$ cat src/sv/bvde_pkg.sv
// ----------------------------------------------------------------------------
// bvde_pkg
// Shared widths, constants and types for the button vector debounce block.
// ----------------------------------------------------------------------------
package bvde_pkg;

	localparam int NUM_BUTTONS = 8;
	localparam int VEC_W       = 8;
	localparam int TIME_W      = 32;
	localparam int DEB_W       = 16;

	localparam logic [DEB_W-1:0] DEBOUNCE_RESET = DEB_W'(5);

	// buttons at or above NUM_BUTTONS are ignored
	localparam logic [VEC_W-1:0] BTN_MASK =
		(NUM_BUTTONS >= VEC_W) ? {VEC_W{1'b1}} : VEC_W'((1 << NUM_BUTTONS) - 1);

	typedef struct packed {
		logic [VEC_W-1:0]  stable_vector;
		logic [VEC_W-1:0]  last_raw;
		logic [TIME_W-1:0] last_change_time;
		logic [TIME_W-1:0] press_start_time;
		logic [TIME_W-1:0] press_finish_time;
	} bvde_state_t;

	typedef struct packed {
		logic [VEC_W-1:0]  stable_buttons;
		logic [VEC_W-1:0]  pressed_mask;
		logic [VEC_W-1:0]  released_mask;
		logic              any_pressed;
		logic              any_released;
		logic [TIME_W-1:0] held_ms;
	} bvde_result_t;

	typedef struct packed {
		logic [VEC_W-1:0]  raw_buttons;
		logic              read_failed;
		logic [TIME_W-1:0] now_ms;
	} bvde_sample_t;

endpackage

$ cat src/sv/bvde_eval.sv
// ----------------------------------------------------------------------------
// bvde_eval
// Combinational debounce step: next state and result for one sample.
// ----------------------------------------------------------------------------
module bvde_eval
	import bvde_pkg::*;
(
	input  bvde_sample_t      smp,
	input  logic [DEB_W-1:0]  debounce_ms,
	input  bvde_state_t       cur,
	output bvde_state_t       nxt,
	output bvde_result_t      res
);

	logic [VEC_W-1:0]  sample;
	logic [TIME_W-1:0] elapsed;
	logic              upd;
	logic [VEC_W-1:0]  pressed;
	logic [VEC_W-1:0]  released;

	always_comb begin
		sample = smp.read_failed ? '0 : (smp.raw_buttons & BTN_MASK);
		nxt = cur;

		if (sample != cur.last_raw) begin
			nxt.last_raw         = sample;
			nxt.last_change_time = smp.now_ms;
		end

		elapsed  = smp.now_ms - nxt.last_change_time;
		upd      = (elapsed > {{(TIME_W-DEB_W){1'b0}}, debounce_ms})
			&& (sample != cur.stable_vector);
		pressed  = upd ? (sample & ~cur.stable_vector) : '0;
		released = upd ? (cur.stable_vector & ~sample) : '0;

		if (upd) begin
			if ((pressed != '0) && (cur.stable_vector == '0))
				nxt.press_start_time = smp.now_ms;
			if ((released != '0) && (sample == '0))
				nxt.press_finish_time = smp.now_ms;
			nxt.stable_vector = sample;
		end

		res.stable_buttons = nxt.stable_vector;
		res.pressed_mask   = pressed;
		res.released_mask  = released;
		res.any_pressed    = |pressed;
		res.any_released   = |released;
		if (nxt.stable_vector != '0)
			res.held_ms = smp.now_ms - nxt.press_start_time;
		else
			res.held_ms = nxt.press_finish_time - nxt.press_start_time;
	end

endmodule

$ cat src/sv/button_vector_debounce_events_core.sv
// ----------------------------------------------------------------------------
// button_vector_debounce_events_core
// Debounces an 8-bit button vector and reports press/release events.
// ----------------------------------------------------------------------------
// Input channel: one request per sample (raw_buttons, read_failed, now_ms),
// taken when in_valid is high and in_stall is low. A failed read counts as
// all buttons released.
// Output channel: one request per sample with the debounced vector, the
// pressed/released masks, any-flags and held time, taken when out_valid is
// high and out_stall is low.
// Accepted requests go to the input register, results to the output register.
// Throughput: one request per cycle without receiver stalls; the state update
// (compare, 32-bit subtract, compare against debounce_ms) is combinational.
// The input register and the output register part the two sides; while the
// receiver stalls, one sample waits in the input register and in_stall rises.
// Reset: stable and raw vectors and all timestamps clear to zero,
// debounce_ms returns to 5, both channels go empty. The user must write
// debounce_ms (cfg_wr_en/cfg_wr_data) only while idle; the core does not check.
// ----------------------------------------------------------------------------
module button_vector_debounce_events_core
	import bvde_pkg::*;
(
	input  logic              clk,
	input  logic              arst_n,
	input  logic              cfg_wr_en,
	input  logic [DEB_W-1:0]  cfg_wr_data,
	input  logic              in_valid,
	output logic              in_stall,
	input  logic [VEC_W-1:0]  raw_buttons,
	input  logic              read_failed,
	input  logic [TIME_W-1:0] now_ms,
	output logic              out_valid,
	input  logic              out_stall,
	output logic [VEC_W-1:0]  stable_buttons,
	output logic [VEC_W-1:0]  pressed_mask,
	output logic [VEC_W-1:0]  released_mask,
	output logic              any_pressed,
	output logic              any_released,
	output logic [TIME_W-1:0] held_ms
);

	logic [DEB_W-1:0] debounce_q;
	logic             valid_s1;
	bvde_sample_t     smp_s1;
	bvde_state_t      state_q;
	bvde_state_t      state_nxt;
	bvde_result_t     res_nxt;
	bvde_result_t     res_s2;
	logic             valid_s2;
	logic             advance;

	assign advance  = valid_s1 && (!valid_s2 || !out_stall);
	assign in_stall = valid_s1 && !advance;

	always_ff @(posedge clk or negedge arst_n) begin
		if (!arst_n)
			debounce_q <= DEBOUNCE_RESET;
		else if (cfg_wr_en)
			debounce_q <= cfg_wr_data;
	end

	always_ff @(posedge clk or negedge arst_n) begin
		if (!arst_n) begin
			valid_s1 <= 1'b0;
		end else if (in_valid && !in_stall) begin
			valid_s1 <= 1'b1;
		end else if (advance) begin
			valid_s1 <= 1'b0;
		end
	end

	always_ff @(posedge clk) begin
		if (in_valid && !in_stall)
			smp_s1 <= '{raw_buttons: raw_buttons, read_failed: read_failed, now_ms: now_ms};
	end

	bvde_eval u_eval (
		.smp         (smp_s1),
		.debounce_ms (debounce_q),
		.cur         (state_q),
		.nxt         (state_nxt),
		.res         (res_nxt)
	);

	always_ff @(posedge clk or negedge arst_n) begin
		if (!arst_n)
			state_q <= '0;
		else if (advance)
			state_q <= state_nxt;
	end

	always_ff @(posedge clk or negedge arst_n) begin
		if (!arst_n) begin
			valid_s2 <= 1'b0;
		end else if (advance) begin
			valid_s2 <= 1'b1;
		end else if (!out_stall) begin
			valid_s2 <= 1'b0;
		end
	end

	always_ff @(posedge clk) begin
		if (advance)
			res_s2 <= res_nxt;
	end

	assign out_valid      = valid_s2;
	assign stable_buttons = res_s2.stable_buttons;
	assign pressed_mask   = res_s2.pressed_mask;
	assign released_mask  = res_s2.released_mask;
	assign any_pressed    = res_s2.any_pressed;
	assign any_released   = res_s2.any_released;
	assign held_ms        = res_s2.held_ms;

`ifndef ASSERT_OFF
	a_press_in_stable: assert property (@(posedge clk) disable iff (!arst_n)
		out_valid |-> ((stable_buttons & pressed_mask) == pressed_mask))
		else $error("pressed button not in stable vector");

	a_release_not_stable: assert property (@(posedge clk) disable iff (!arst_n)
		out_valid |-> ((stable_buttons & released_mask) == '0))
		else $error("released button still in stable vector");

	a_stall_busy: assert property (@(posedge clk) disable iff (!arst_n)
		in_stall |-> (valid_s1 && valid_s2 && out_stall))
		else $error("input stalled without a full pipe");

	a_advance_out: assert property (@(posedge clk) disable iff (!arst_n)
		advance |=> out_valid)
		else $error("advanced sample produced no result");

	a_state_hold: assert property (@(posedge clk) disable iff (!arst_n)
		!advance |=> $stable(state_q))
		else $error("debounce state changed without a sample");
`endif

endmodule

$ cat config.mk
export PLATFORM = sky130hd
export DESIGN_NAME = button_vector_debounce_events_core
export DESIGN_NICKNAME = d
export VERILOG_FILES = /design/src/sv/bvde_pkg.sv /design/src/sv/bvde_eval.sv /design/src/sv/button_vector_debounce_events_core.sv
export SDC_FILE = /design/constraint.sdc
export NUM_CORES = 1
export LEC_CHECK = 0
export CORE_MARGIN = 3
export CORE_UTILIZATION = 59
export CTS_CLUSTER_DIAMETER = 60
export DETAILED_ROUTE_END_ITERATION = 8
export DONT_BUFFER_PORTS = 1
export PLACE_DENSITY = 0.77
export SETUP_SLACK_MARGIN = 0.5
export SYNTH_ARGS = -nofsm -noshare
export SYNTH_HDL_FRONTEND = slang
export SYNTH_HIERARCHICAL = 1
export SYNTH_SLANG_ARGS = --single-unit
$ cat constraint.sdc
create_clock -name clk -period 13.6 [get_ports clk]
set_clock_uncertainty 0.05 [all_clocks]
set_input_delay 2.72 -clock clk [delete_from_list [all_inputs] [get_ports clk]]
set_output_delay 2.72 -clock clk [all_outputs]
set_load 0.01 [all_outputs]
# [After elaboration in Yosys (flattened, before gate mapping)]
# Index checks and enable logic that the tools add are counted.
[totals] register_bits=229 inputBits=62 out_inout_bits=60 elab_cells=61
[op_classes] add_sub_neg=3 n_lt_le_gt_ge=1 n_eq_ne=3 n_mux=13 bitwise=4 n_reduce_logical=20
[op_table] op="$mux W32" count=4
[op_table] op="$sub A32 B32 Y32" count=3
[op_table] op="$mux W64" count=1
[op_table] op="$gt A32 B16 Y1" count=1
[op_table] op="$mux W8" count=4
[op_table] op="$reduce_bool A8 Y1" count=3
[op_table] op="$and A8 B8 Y8" count=2
[op_table] op="$logic_not A8 Y1" count=2
[op_table] op="$ne A8 B8 Y1" count=2
[op_table] op="$not A8 Y8" count=2
[op_table] op="$reduce_or A8 Y1" count=2
[op_table] op="$logic_and A1 B1 Y1" count=6
[op_table] op="$logic_not A1 Y1" count=4
[op_table] op="$mux W1" count=4
[op_table] op="$ne A2 B1 Y1 const B" count=1
[op_table] op="$reduce_and A2 Y1" count=1
[op_table] op="$reduce_bool A2 Y1" count=1
[op_table] op="$logic_or A1 B1 Y1" count=1

# [Depth between registers and ports, before layout]
# Gate-level depths: netlist of the first run.
[depth] ltp_word=13 ltp_mapped=56 depth_no_buf=50

# [Cells and area by module]
# The synthesis of the first run kept the hierarchy.
[by_module_without_submodules] module="button_vector_debounce_events_core" n_inst=1 cells_each=377 area_each_um2=7830.0
[by_module_without_submodules] module="bvde_eval" n_inst=1 cells_each=928 area_each_um2=6716.4

# [Least setup slack after synthesis of the first run]
# Ideal clock, no wire load.
[synth_timing] kind="flip-flop to flip-flop" start="register smp_s1[32] in the netlist's numbering" end="register res_s2 (netlist bit held_ms[29]) (data pin)" setup_time_ns=0.258 arrival_time_ns=10.063 required_time_ns=13.292 slack_ns=3.229 stages_incl_launch_ff=51 path_buffers=5 synth_period_minus_slack_ns=10.371 path_cell_list="edfxtp_1 -> buf_2 -> nand3b_1 -> o22ai_1 -> o32ai_2 -> nor2_1 -> buf_6 -> buf_2 -> buf_1 -> mux2i_1 -> ha_1 -> and2_1 -> nand3_1 -> a21oi_1 -> a2111oi_0 -> a221o_1 -> nor3_1 -> nand2b_1 -> (+15 left out) -> buf_4 -> mux2_1 -> ha_1 -> nor2b_1 -> o21ai_0 -> a21boi_0 -> o21ai_0 -> a21boi_0 -> o2111ai_1 -> nand4b_1 -> a31oi_1 -> o31ai_1 -> a31oi_1 -> o21ai_0 -> nor3_1 -> o21bai_1 -> a21oi_1 -> xnor2_1"
[synth_lines] item="start: declaration" line_no="button_vector_debounce_events_core.sv:44" text="bvde_sample_t smp_s1;"
[synth_lines] item="start signal: assignment" line_no="button_vector_debounce_events_core.sv:74" text="smp_s1 <= '{raw_buttons: raw_buttons, read_failed: read_failed, now_ms: now_ms};"
[synth_lines] item="end signal: assignment" line_no="button_vector_debounce_events_core.sv:104" text="res_s2 <= res_nxt;"
[synth_lines] item="end: declaration" line_no="button_vector_debounce_events_core.sv:48" text="bvde_result_t res_s2;"

==> key figures, run 1 <==
Status
  – Status: complete, no violations

Clock tree
  – CTS root buffer: clkbuf_16
  – Worst-path clk slew: 0.06 ns
  – Max clock buf depth: 3
  – CTS H-tree lvls: 1
  – Post-CTS Resized: 0
  – TritonCTS buffer count: 25
  – CTS tree: done
  – Clock Sink Count: 229
  – Worst-skew pair later-pin latency: 0.53 ns
  – CTS hold repair buffers: 0

STA
  – Worst-Margin Slew: 1.11 ns
  – Setup violators final: 0
  – Final WS setup: 1.84 ns
  – Slew Limit Fails: 0
  – Fin. Hold Viols: 0
  – Setup TNS: 0 ns
  – RSZ-0062 raised after global routing: false
  – Tmin final: 11.76 ns
  – Fmax: 85.1 MHz
  – Relative slew slack: 26.0%
  – Worst hold slack: 0.433 ns
  – Crit share post-route: 86.5%

Synthesis
  – Largest family of logic cells by synthesized area: multiplexers
  – Area share of and/or/nand/nor cells after synthesis: 9.68%
  – Post-synthesis sequential area ratio: 42.8%
  – Post-synth ARST share: 56.8%
  – Post-Syn Area per Cell: 11.1 sq um
  – Post-synthesis compound-gate area fraction: 10.7%
  – Warnings from Yosys: 6
  – Primary FF master, synth: dfrtp_1
  – Adder-cell share of the synthesized area: 8.17%
  – Mapped Cells: 1305
  – Syn_nets: 1460
  – Multiplexer share of the synthesized area: 19.6%
  – Post-synth EDFFs: 99
  – Xor and xnor area share after synthesis: 3.43%
  – Netlist cell types: 80
  – Yosys reg bits: 229
  – Post-Syn Area: 14500 sq um

Floorplan
  – Core box area: 23800 sq um
  – Die Area: 26600 sq um
  – Rows: 56
  – Die Ht: 163 microns
  – Ports: 122
  – Die W: 163 microns
  – Starting Density: 61.1%

Critical path
  – WP data arrival: 11.99 ns
  – Class of the most critical setup path: reg2reg
  – CP endpoint kind: register
  – Critical path's largest stage delay: 0.63 ns
  – Worst EP required: 13.84 ns
  – Buf+Inv Stages, Crit Path: 2
  – CP Max Fanout: 39
  – Startpoint Class: register
  – Worst path most repeated cell: o21ai_0
  – Delay-heaviest family, CP: compound AO/OA/AOI/OAI gates
  – Worst path slowest cell: edfxtp_1

GRT
  – Gr ovfl total: 0
  – First-pass GRT wire length: 47700 microns
  – Initial antenna violation count: 0
  – Pin count of the biggest net entering global routing: 131
  – Total track usage: 21.8%
  – Number of global-route vias before repair: 9536

Placed design
  – Post-Place Cells: 1575
  – Final Wtd Congestion: 0.908
  – Place WS: 1.77 ns
  – Dpl hpwl: 20400 microns
  – Port Buffers: 0

Route
  – Post-Route WL: 29000 microns
  – Via count: 9621
  – Vias/cell: 5.93
  – Detailed Route Iter0 Violations: 731
  – Antenna-violating nets left: 0
  – TritonRoute pass-1 iters: 6
  – Routed len/inst: 17.9 microns
  – Post-route DRC: 0

Power
  – Peak supply drop: 0.129 mV
  – Pwr Density: 185 nW/um^2
  – Pwr Total: 0.00285 W
  – Lkg Pwr: 6.64 nW

Layout
  – Syn-to-layout area delta: 6.20%
  – Final cell count without fillers: 1622
  – Ant. Diodes: 0
  – Fin nets: 1439
  – Layout cells sized above 1: 12.5%
  – FILL cells: 1858

Job
  – Max-Cap Viols: 0

Min path
  – Hold WC Path Type: reg2reg
-- metrics by stage --
stage               utilization, %  cell area (sq um)
floorplan                        -              14500
global placement              61.5              14600
detailed placement            61.5              14600
CTS                           64.8              15400
global route                  64.8              15400
finish                        64.8              15400
-- placed cells by master (no fill, tap or decap), types with 11 or more instances in the layout --
master     synthesis  final
a21o_1            32     32
a21oi_1           51     51
and2_1            25     23
clkbuf_16          0     25
dfrtp_1          128    128
edfxtp_1          99     99
ha_1              91     91
inv_1            110    110
mux2_1           102    102
mux2_2            61     61
mux2_4            28     28
mux2i_1           52     52
nand2_1           77     77
nand3_1           15     15
nand4_1           11     11
nor2_1            59     58
nor2b_1           26     25
nor3_1            15     15
o21a_1            16     16
o21ai_0           46     46
xnor2_1           36     36
xor2_1            21     21
-- worst register-to-register path: cells and delay by family, from the launching register on --
kind,cells,cell delay (ns)
buf+inv,2,0.56
compound gates,21,5.29
xor+xnor,2,0.20
simple gates,17,3.26
fa+ha+maj,3,0.95
flops,1,0.63
mux,2,0.57
-- cell usage after synthesis, types with 25 or more instances --
cell        n  area, sq um
and2_1     25          156
mux2i_1    52          521
a21oi_1    51          255
mux2_2     61          687
inv_1     110          413
mux2_4     28          420
ha_1       91         1140
nor2b_1    26          163
nand2_1    77          289
o21ai_0    46          230
edfxtp_1   99         2970
dfrtp_1   128         3200
a21o_1     32          240
xnor2_1    36          315
mux2_1    102         1150
nor2_1     59          221
-- timing repair --
| action | in CTS | in global routing |
|---|---|---|
| setup buffers | 0 | 1 |
| hold endpoints to repair | 0 | 0 |
| setup endpoints to repair | 0 | 2 |
-- final timing paths --
check                           depth (start not counted)  slack [ns]        start             to
worst max-delay path                                   47        1.84   smp_s1[32]    held_ms[29]
worst min-delay path                                    1        0.43  state_q[51]    state_q[51]
worst max register to register                         47        1.84   smp_s1[32]    held_ms[29]
worst min register to register                          1        0.43  state_q[51]    state_q[51]
max in group asynchronous                               0       11.44       arst_n    state_q[49]
min in group asynchronous                               0        1.84       arst_n  debounce_q[1]
-- area by class of cell --
cell class	count	area, sq um	area share, %
clock buffers	27	633	4.10
clock inverters	19	168	1.09
inverters	114	428	2.77
multi-input cells	906	7530	48.8
flip-flops and latches	229	6230	40.3
well taps	319	399	2.58
repair buffers	8	60.1	0.389
-- report_power, final --
part           internal [W]  switching [W]  total, W
combinational      0.000511       0.000567   0.00108
clock              0.000378       0.000278  0.000656
sequential         0.000971       0.000150   0.00112
-- layer usage --
layer	vias to the layer above	global-route usage, %	routed length [microns]
met5	-	0	0
met4	0	5.04	604
met3	45	3.30	1520
met2	269	35.5	13300
met1	4654	31.0	13600
li1	4653	-	-
-- kinds of logic after synthesis --
family / Yosys count
XOR/XNOR: 57
flip-flops: 229
AO/OA/AOI/OAI: 230
multiplexers: 248
adder cells (fa/ha/maj): 94
AND/OR/NAND/NOR: 277
buffers and inverters: 170
-- registers in the layout, summed over array words and instances, names as in the netlist --
signal and count:
state_q 112, smp_s1 41, held_ms 32, debounce_q 16
pressed_mask 8, released_mask 8, stable_buttons 8, any_pressed 1
any_released 1, out_valid 1, valid_s1 1
No activity file was read; power rests on OpenSTA's default activity.
==> run 2, diff against run 1 <==
--- a/config.mk
+++ b/config.mk
@@ -5,7 +5,7 @@
 export SDC_FILE = /design/constraint.sdc
 export NUM_CORES = 1
 export LEC_CHECK = 0
-export CORE_MARGIN = 3
+export CORE_MARGIN = 1.5
 export CORE_UTILIZATION = 59
 export CTS_CLUSTER_DIAMETER = 60
 export DETAILED_ROUTE_END_ITERATION = 8
==> key figures, run 2 (same netlist as run 1, synthesis figures left out) <==
Critical path
  – Class of the most critical setup path: reg2reg (unchanged)
  – CP endpoint kind: register (unchanged)
  – Critical path's largest stage delay: 0.86 ns (was 0.63 ns)
  – Worst path slowest cell: edfxtp_1 (unchanged)
  – Buf+Inv Stages, Crit Path: 3 (was 2)
  – Worst EP required: 13.82 ns (was 13.84 ns)
  – Reg-to-reg slack, setup: 1.63 ns (was 1.84 ns)
  – CP Max Fanout: 39 (unchanged)
  – Startpoint Class: register (unchanged)
  – Critical R2R Launch: smp_s1[32] (unchanged)
  – R2R depth: 49 (was 47)
  – Critical R2R Capture: held_ms[30] (was held_ms[29])
  – Worst path most repeated cell: a21oi_1 (was o21ai_0)
  – Cell depth of the worst setup path: 49 (was 47)
  – Delay-heaviest family, CP: compound AO/OA/AOI/OAI gates (unchanged)
  – WP data arrival: 12.20 ns (was 11.99 ns)

STA
  – Crit share post-route: 88.0% (was 86.5%)
  – Relative slew slack: 24.1% (was 26.0%)
  – Setup TNS: 0 ns (unchanged)
  – Tmin final: 11.97 ns (was 11.76 ns)
  – Setup violators final: 0 (unchanged)
  – RSZ-0062 raised after global routing: false (unchanged)
  – Worst-Margin Slew: 1.14 ns (was 1.11 ns)
  – Fin. Hold Viols: 0 (unchanged)
  – Fmax: 83.5 MHz (was 85.1 MHz)
  – Final WS setup: 1.63 ns (was 1.84 ns)
  – Slew Limit Fails: 0 (unchanged)

Layout
  – Max reg flops: 112 (unchanged)
  – FILL cells: 1890 (was 1858)
  – Most frequent cells in the layout: 128 x dfrtp_1, 110 x inv_1, 102 x mux2_1, 99 x edfxtp_1, 91 x ha_1 (unchanged)
  – Fin nets: 1439 (unchanged)
  – Layout cells sized above 1: 12.5% (about the same)
  – Commonest non-fill, non-tap cell in the layout: dfrtp_1 (unchanged)
  – Ant. Diodes: 0 (unchanged)
  – Reg with most FFs: state_q (unchanged)
  – Util after Layout: 64.0% (was 64.8%)
  – Syn-to-layout area delta: 6.65% (was 6.20%)

Route
  – Vias/cell: 5.90 (was 5.93)
  – Routed len/inst: 17.7 microns (was 17.9 microns)
  – Antenna-violating nets left: 0 (unchanged)
  – TritonRoute pass-1 iters: 5 (was 6)
  – Post-route DRC: 0 (unchanged)
  – Post-Route WL: 28900 microns (was 29000 microns)
  – Detailed Route Iter0 Violations: 684 (was 731)
  – Via count: 9605 (was 9621)

Power
  – Lkg Pwr: 6.66 nW (was 6.64 nW)
  – Pwr Total: 0.00290 W (was 0.00285 W)
  – Pwr Density: 187 nW/um^2 (was 185 nW/um^2)
  – Peak supply drop: 0.147 mV (was 0.129 mV)

GRT
  – Number of global-route vias before repair: 9602 (was 9536)
  – Initial antenna violation count: 0 (unchanged)
  – Pin count of the biggest net entering global routing: 131 (unchanged)
  – Met1 usage: 32.7% (was 31.0%)
  – Grt peak-use layer: met2 (unchanged)
  – Met2 usage: 37.8% (was 35.5%)
  – Gr ovfl total: 0 (unchanged)
  – Met3 Use GR: 3.38% (was 3.30%)
  – First-pass GRT wire length: 48700 microns (was 47700 microns)
  – Total track usage: 23.2% (was 21.8%)

Job
  – Max-Cap Viols: 0 (unchanged)

Min path
  – Worst Hold Launch: state_q[59] (was state_q[51])
  – Hold depth: 1 (unchanged)
  – Hold endpoint: state_q[59] (was state_q[51])
  – Hold WC Path Type: reg2reg (unchanged)

Floorplan
  – Core box area: 24200 sq um (was 23800 sq um)
  – Ports: 122 (unchanged)
  – Starting Density: 60.0% (was 61.1%)
  – Die Area: 25600 sq um (was 26600 sq um)
  – Die W: 160 microns (was 163 microns)
  – Die Ht: 160 microns (was 163 microns)
  – Rows: 57 (was 56)

Status
  – Status: complete, no violations (unchanged)

Clock tree
  – Post-CTS Resized: 0 (unchanged)
  – Worst-skew pair later-pin latency: 0.54 ns (was 0.53 ns)
  – Max clock buf depth: 3 (unchanged)
  – CTS H-tree lvls: 1 (unchanged)
  – TritonCTS buffer count: 26 (was 25)
  – Clock Sink Count: 229 (unchanged)
  – Post-CTS Setup Bufs: 0 (unchanged)
  – CTS hold repair buffers: 0 (unchanged)
  – CTS tree: done (unchanged)
  – Worst-path clk slew: 0.06 ns (about the same)
  – CTS root buffer: clkbuf_16 (unchanged)

Placed design
  – Place WS: 1.89 ns (was 1.77 ns)
  – Dpl hpwl: 20200 microns (was 20400 microns)
  – Final Wtd Congestion: 0.898 (was 0.908)
  – Port Buffers: 0 (unchanged)
## run 2: cell count changes in the layout (fill, tap and decap cells not counted), sizes merged
cell      change
clkbuf        +5
inv           -3
buf           -1
clkinv        -3
bufinv        +2
clkinvlp      +1
## run 2: cell type report
| type | instances | area [sq um] | area share [%] |
|---|---|---|---|
| Multi-Input combinational cell | 906 | 7530 | 48.6 |
| Tap cell | 324 | 405 | 2.61 |
| Clock buffer | 32 | 673 | 4.34 |
| Inverter | 114 | 428 | 2.76 |
| Clock inverter | 16 | 194 | 1.25 |
| Timing Repair Buffer | 7 | 52.6 | 0.339 |
| Sequential cell | 229 | 6230 | 40.1 |
## run 2: worst reg2reg max path: cells and delay by family (launching register included)
family                   cells  cell delay, ns
AO/OA/AOI/OAI               20            5.01
flip-flops                   1            0.86
adder cells (fa/ha/maj)      4            1.26
multiplexers                 2            0.51
XOR/XNOR                     2            0.26
buffers and inverters        3            0.62
AND/OR/NAND/NOR             18            3.16
## run 2: power by group
part	internal, W	switching [W]	total (W)
combinational	0.000510	0.000566	0.00108
clock	0.000428	0.000278	0.000705
sequential	0.000971	0.000149	0.00112
## run 2: how the worst max path moves through the flow
stage	from	end	slack [ns]
floorplan	smp_s1[32]	held_ms[29]	3.23
global placement	smp_s1[32]	held_ms[31]	2.26
detailed placement	smp_s1[32]	held_ms[30]	1.89
CTS	smp_s1[32]	held_ms[30]	1.80
global route	smp_s1[32]	held_ms[30]	0.77
finish	smp_s1[32]	held_ms[30]	1.63
## run 2: stage by stage
stage | cell area (sq um) | instances | hold slack, ns
3_5_place_dp | 14600 | 1580 | 0.424
3_3_place_gp | 14600 | 1580 | 0.416
6_report | 15500 | 1628 | 0.433
4_1_cts | 15500 | 1628 | 0.438
2_1_floorplan | 14500 | 1305 | 0.392
5_1_grt | 15500 | 1628 | 0.452
## run 2: layer usage
metal / routed length [microns] / up-vias
li1: - / 4652
met1: 13700 / 4674
met2: 13200 / 239
met3: 1330 / 40
met4: 624 / 0
met5: 0 / -
==> run 3, diff against run 2 <==
--- a/config.mk
+++ b/config.mk
@@ -5,6 +5,7 @@
 export SDC_FILE = /design/constraint.sdc
 export NUM_CORES = 1
 export LEC_CHECK = 0
+export CORE_ASPECT_RATIO = 0.7
 export CORE_MARGIN = 1.5
 export CORE_UTILIZATION = 59
 export CTS_CLUSTER_DIAMETER = 60
==> key figures, run 3 (same netlist as run 1, synthesis figures left out) <==
Status
  – Status: complete, no violations (unchanged)

Clock tree
  – Max clock buf depth: 3 (unchanged)
  – CTS hold repair buffers: 0 (unchanged)
  – CTS root buffer: clkbuf_16 (unchanged)
  – Worst-path clk slew: 0.06 ns (about the same)
  – Worst-skew pair later-pin latency: 0.53 ns (was 0.54 ns)
  – TritonCTS buffer count: 24 (was 26)
  – Post-CTS Resized: 0 (unchanged)
  – Post-CTS Setup Bufs: 0 (unchanged)
  – CTS H-tree lvls: 1 (unchanged)
  – Clock Sink Count: 229 (unchanged)
  – CTS tree: done (unchanged)

STA
  – Fmax: 83.4 MHz (was 83.5 MHz)
  – Setup violators final: 0 (unchanged)
  – Crit share post-route: 88.2% (was 88.0%)
  – Tmin final: 11.99 ns (was 11.97 ns)
  – Worst-Margin Slew: 1.13 ns (was 1.14 ns)
  – Fin. Hold Viols: 0 (unchanged)
  – Relative slew slack: 24.5% (was 24.1%)
  – Setup TNS: 0 ns (unchanged)
  – RSZ-0062 raised after global routing: false (unchanged)
  – Slew Limit Fails: 0 (unchanged)
  – Final WS setup: 1.61 ns (was 1.63 ns)

GRT
  – Initial antenna violation count: 0 (unchanged)
  – Number of global-route vias before repair: 9453 (was 9602)
  – First-pass GRT wire length: 49700 microns (was 48700 microns)
  – Pin count of the biggest net entering global routing: 171 (was 131)
  – Gr ovfl total: 0 (unchanged)
  – Total track usage: 24.3% (was 23.2%)

Layout
  – Syn-to-layout area delta: 6.11% (was 6.65%)
  – Cell area after layout: 15400 sq um (was 15500 sq um)
  – Commonest non-fill, non-tap cell in the layout: dfrtp_1 (unchanged)
  – Layout cells sized above 1: 12.5% (about the same)
  – Util after Layout: 64.5% (was 64.0%)
  – Most frequent cells in the layout: 128 x dfrtp_1, 110 x inv_1, 102 x mux2_1, 99 x edfxtp_1, 91 x ha_1 (unchanged)
  – Reg with most FFs: state_q (unchanged)
  – Ant. Diodes: 0 (unchanged)
  – Fin nets: 1437 (was 1439)
  – Max reg flops: 112 (unchanged)

Critical path
  – Startpoint Class: register (unchanged)
  – Delay-heaviest family, CP: compound AO/OA/AOI/OAI gates (unchanged)
  – Worst EP required: 13.82 ns (about the same)
  – Worst path slowest cell: edfxtp_1 (unchanged)
  – Critical path's largest stage delay: 0.88 ns (was 0.86 ns)
  – CP Max Fanout: 39 (unchanged)
  – CP endpoint kind: register (unchanged)
  – WP data arrival: 12.21 ns (was 12.20 ns)
  – Buf+Inv Stages, Crit Path: 2 (was 3)
  – Class of the most critical setup path: reg2reg (unchanged)

Power
  – Internal power: 0.00185 W (was 0.00191 W)
  – Switching share of total power: 35.5% (was 34.2%)
  – Net Sw Power: 0.00102 W (was 0.000992 W)
  – Register share of total power: 39.2% (was 38.6%)
  – Logic pwr share: 38.3% (was 37.1%)
  – Lkg Pwr: 6.63 nW (was 6.66 nW)
  – Pwr Density: 186 nW/um^2 (was 187 nW/um^2)
  – Peak supply drop: 0.127 mV (was 0.147 mV)
  – Clock power share: 22.5% (was 24.3%)

Placed design
  – Dpl hpwl: 21800 microns (was 20200 microns)
  – Place WS: 1.79 ns (was 1.89 ns)
  – Port Buffers: 0 (unchanged)
  – Final Wtd Congestion: 0.947 (was 0.898)
  – DP Area: 14700 sq um (was 14600 sq um)

Route
  – Detailed Route Iter0 Violations: 752 (was 684)
  – Antenna-violating nets left: 0 (unchanged)
  – Post-route DRC: 0 (unchanged)
  – Vias/cell: 6.02 (was 5.90)
  – Routed len/inst: 18.9 microns (was 17.7 microns)
  – TritonRoute pass-1 iters: 5 (unchanged)
  – Via count: 9733 (was 9605)
  – Post-Route WL: 30700 microns (was 28900 microns)

Floorplan
  – Rows: 47 (was 57)
  – Core box area: 23900 sq um (was 24200 sq um)
  – Ports: 122 (unchanged)
  – Die Ht: 134 microns (was 160 microns)
  – Die W: 191 microns (was 160 microns)
  – Die Area: 25600 sq um (about the same)
  – Starting Density: 60.8% (was 60.0%)

Min path
  – Hold WC Path Type: reg2reg (unchanged)

Job
  – Max-Cap Viols: 0 (unchanged)
run 3: cell types whose count changed in the layout (fill, tap and decap cells not counted):
cell,change
bufinv_16,-3
clkinv_1,-3
clkbuf_8,+2
clkinvlp_4,-2
buf_12,+1
buf_4,-1
clkbuf_16,-1
clkinv_2,+1
clkinv_4,+1
clkinv_8,+1
run 3: final timing paths:
kind	depth (start not counted)	to	slack [ns]	start
max	44	held_ms[31]	1.61	smp_s1[32]
min	1	state_q[51]	0.43	state_q[51]
max reg2reg	44	held_ms[31]	1.61	smp_s1[32]
min reg2reg	1	state_q[51]	0.43	state_q[51]
max in group asynchronous	0	debounce_q[0]	11.40	arst_n
min in group asynchronous	0	state_q[57]	1.83	arst_n
run 3: through the flow:
stage	instances	total power, W	hold WS, ns
4_1_cts	1618	0.00288	0.437
6_report	1618	0.00287	0.434
3_3_place_gp	1574	0.00217	0.416
3_5_place_dp	1574	0.00222	0.423
2_1_floorplan	1305	0.00197	0.392
5_1_grt	1618	0.00305	0.445
run 3: power by group through the flow:
| stage | registers (W) | clock network [W] | logic [W] |
|---|---|---|---|
| after floorplan | 0.00109 | 0 | 0.000881 |
| after global placement | 0.00112 | 0 | 0.00105 |
| after detailed placement | 0.00114 | 0 | 0.00108 |
| after CTS | 0.00113 | 0.000660 | 0.00109 |
| after global routing | 0.00115 | 0.000683 | 0.00121 |
| final | 0.00113 | 0.000647 | 0.00110 |
run 3: area by class of cell:
cell class | instances | area [sq um]
clock buffer | 33 | 676
sequential | 229 | 6230
fill | 1882 | 8500
timing repair buffer | 7 | 65.1
clock inverter | 11 | 108
inverter | 114 | 428
multi-input combinational | 906 | 7530
tap | 318 | 398
run 3: metal layers:
layer	track usage [%]	vias up	share of wire [%]
li1	-	4642	-
met1	36.2	4751	49
met2	37.5	298	43
met4	5.12	0	2.0
met3	3.85	42	6.0
met5	0	-	0
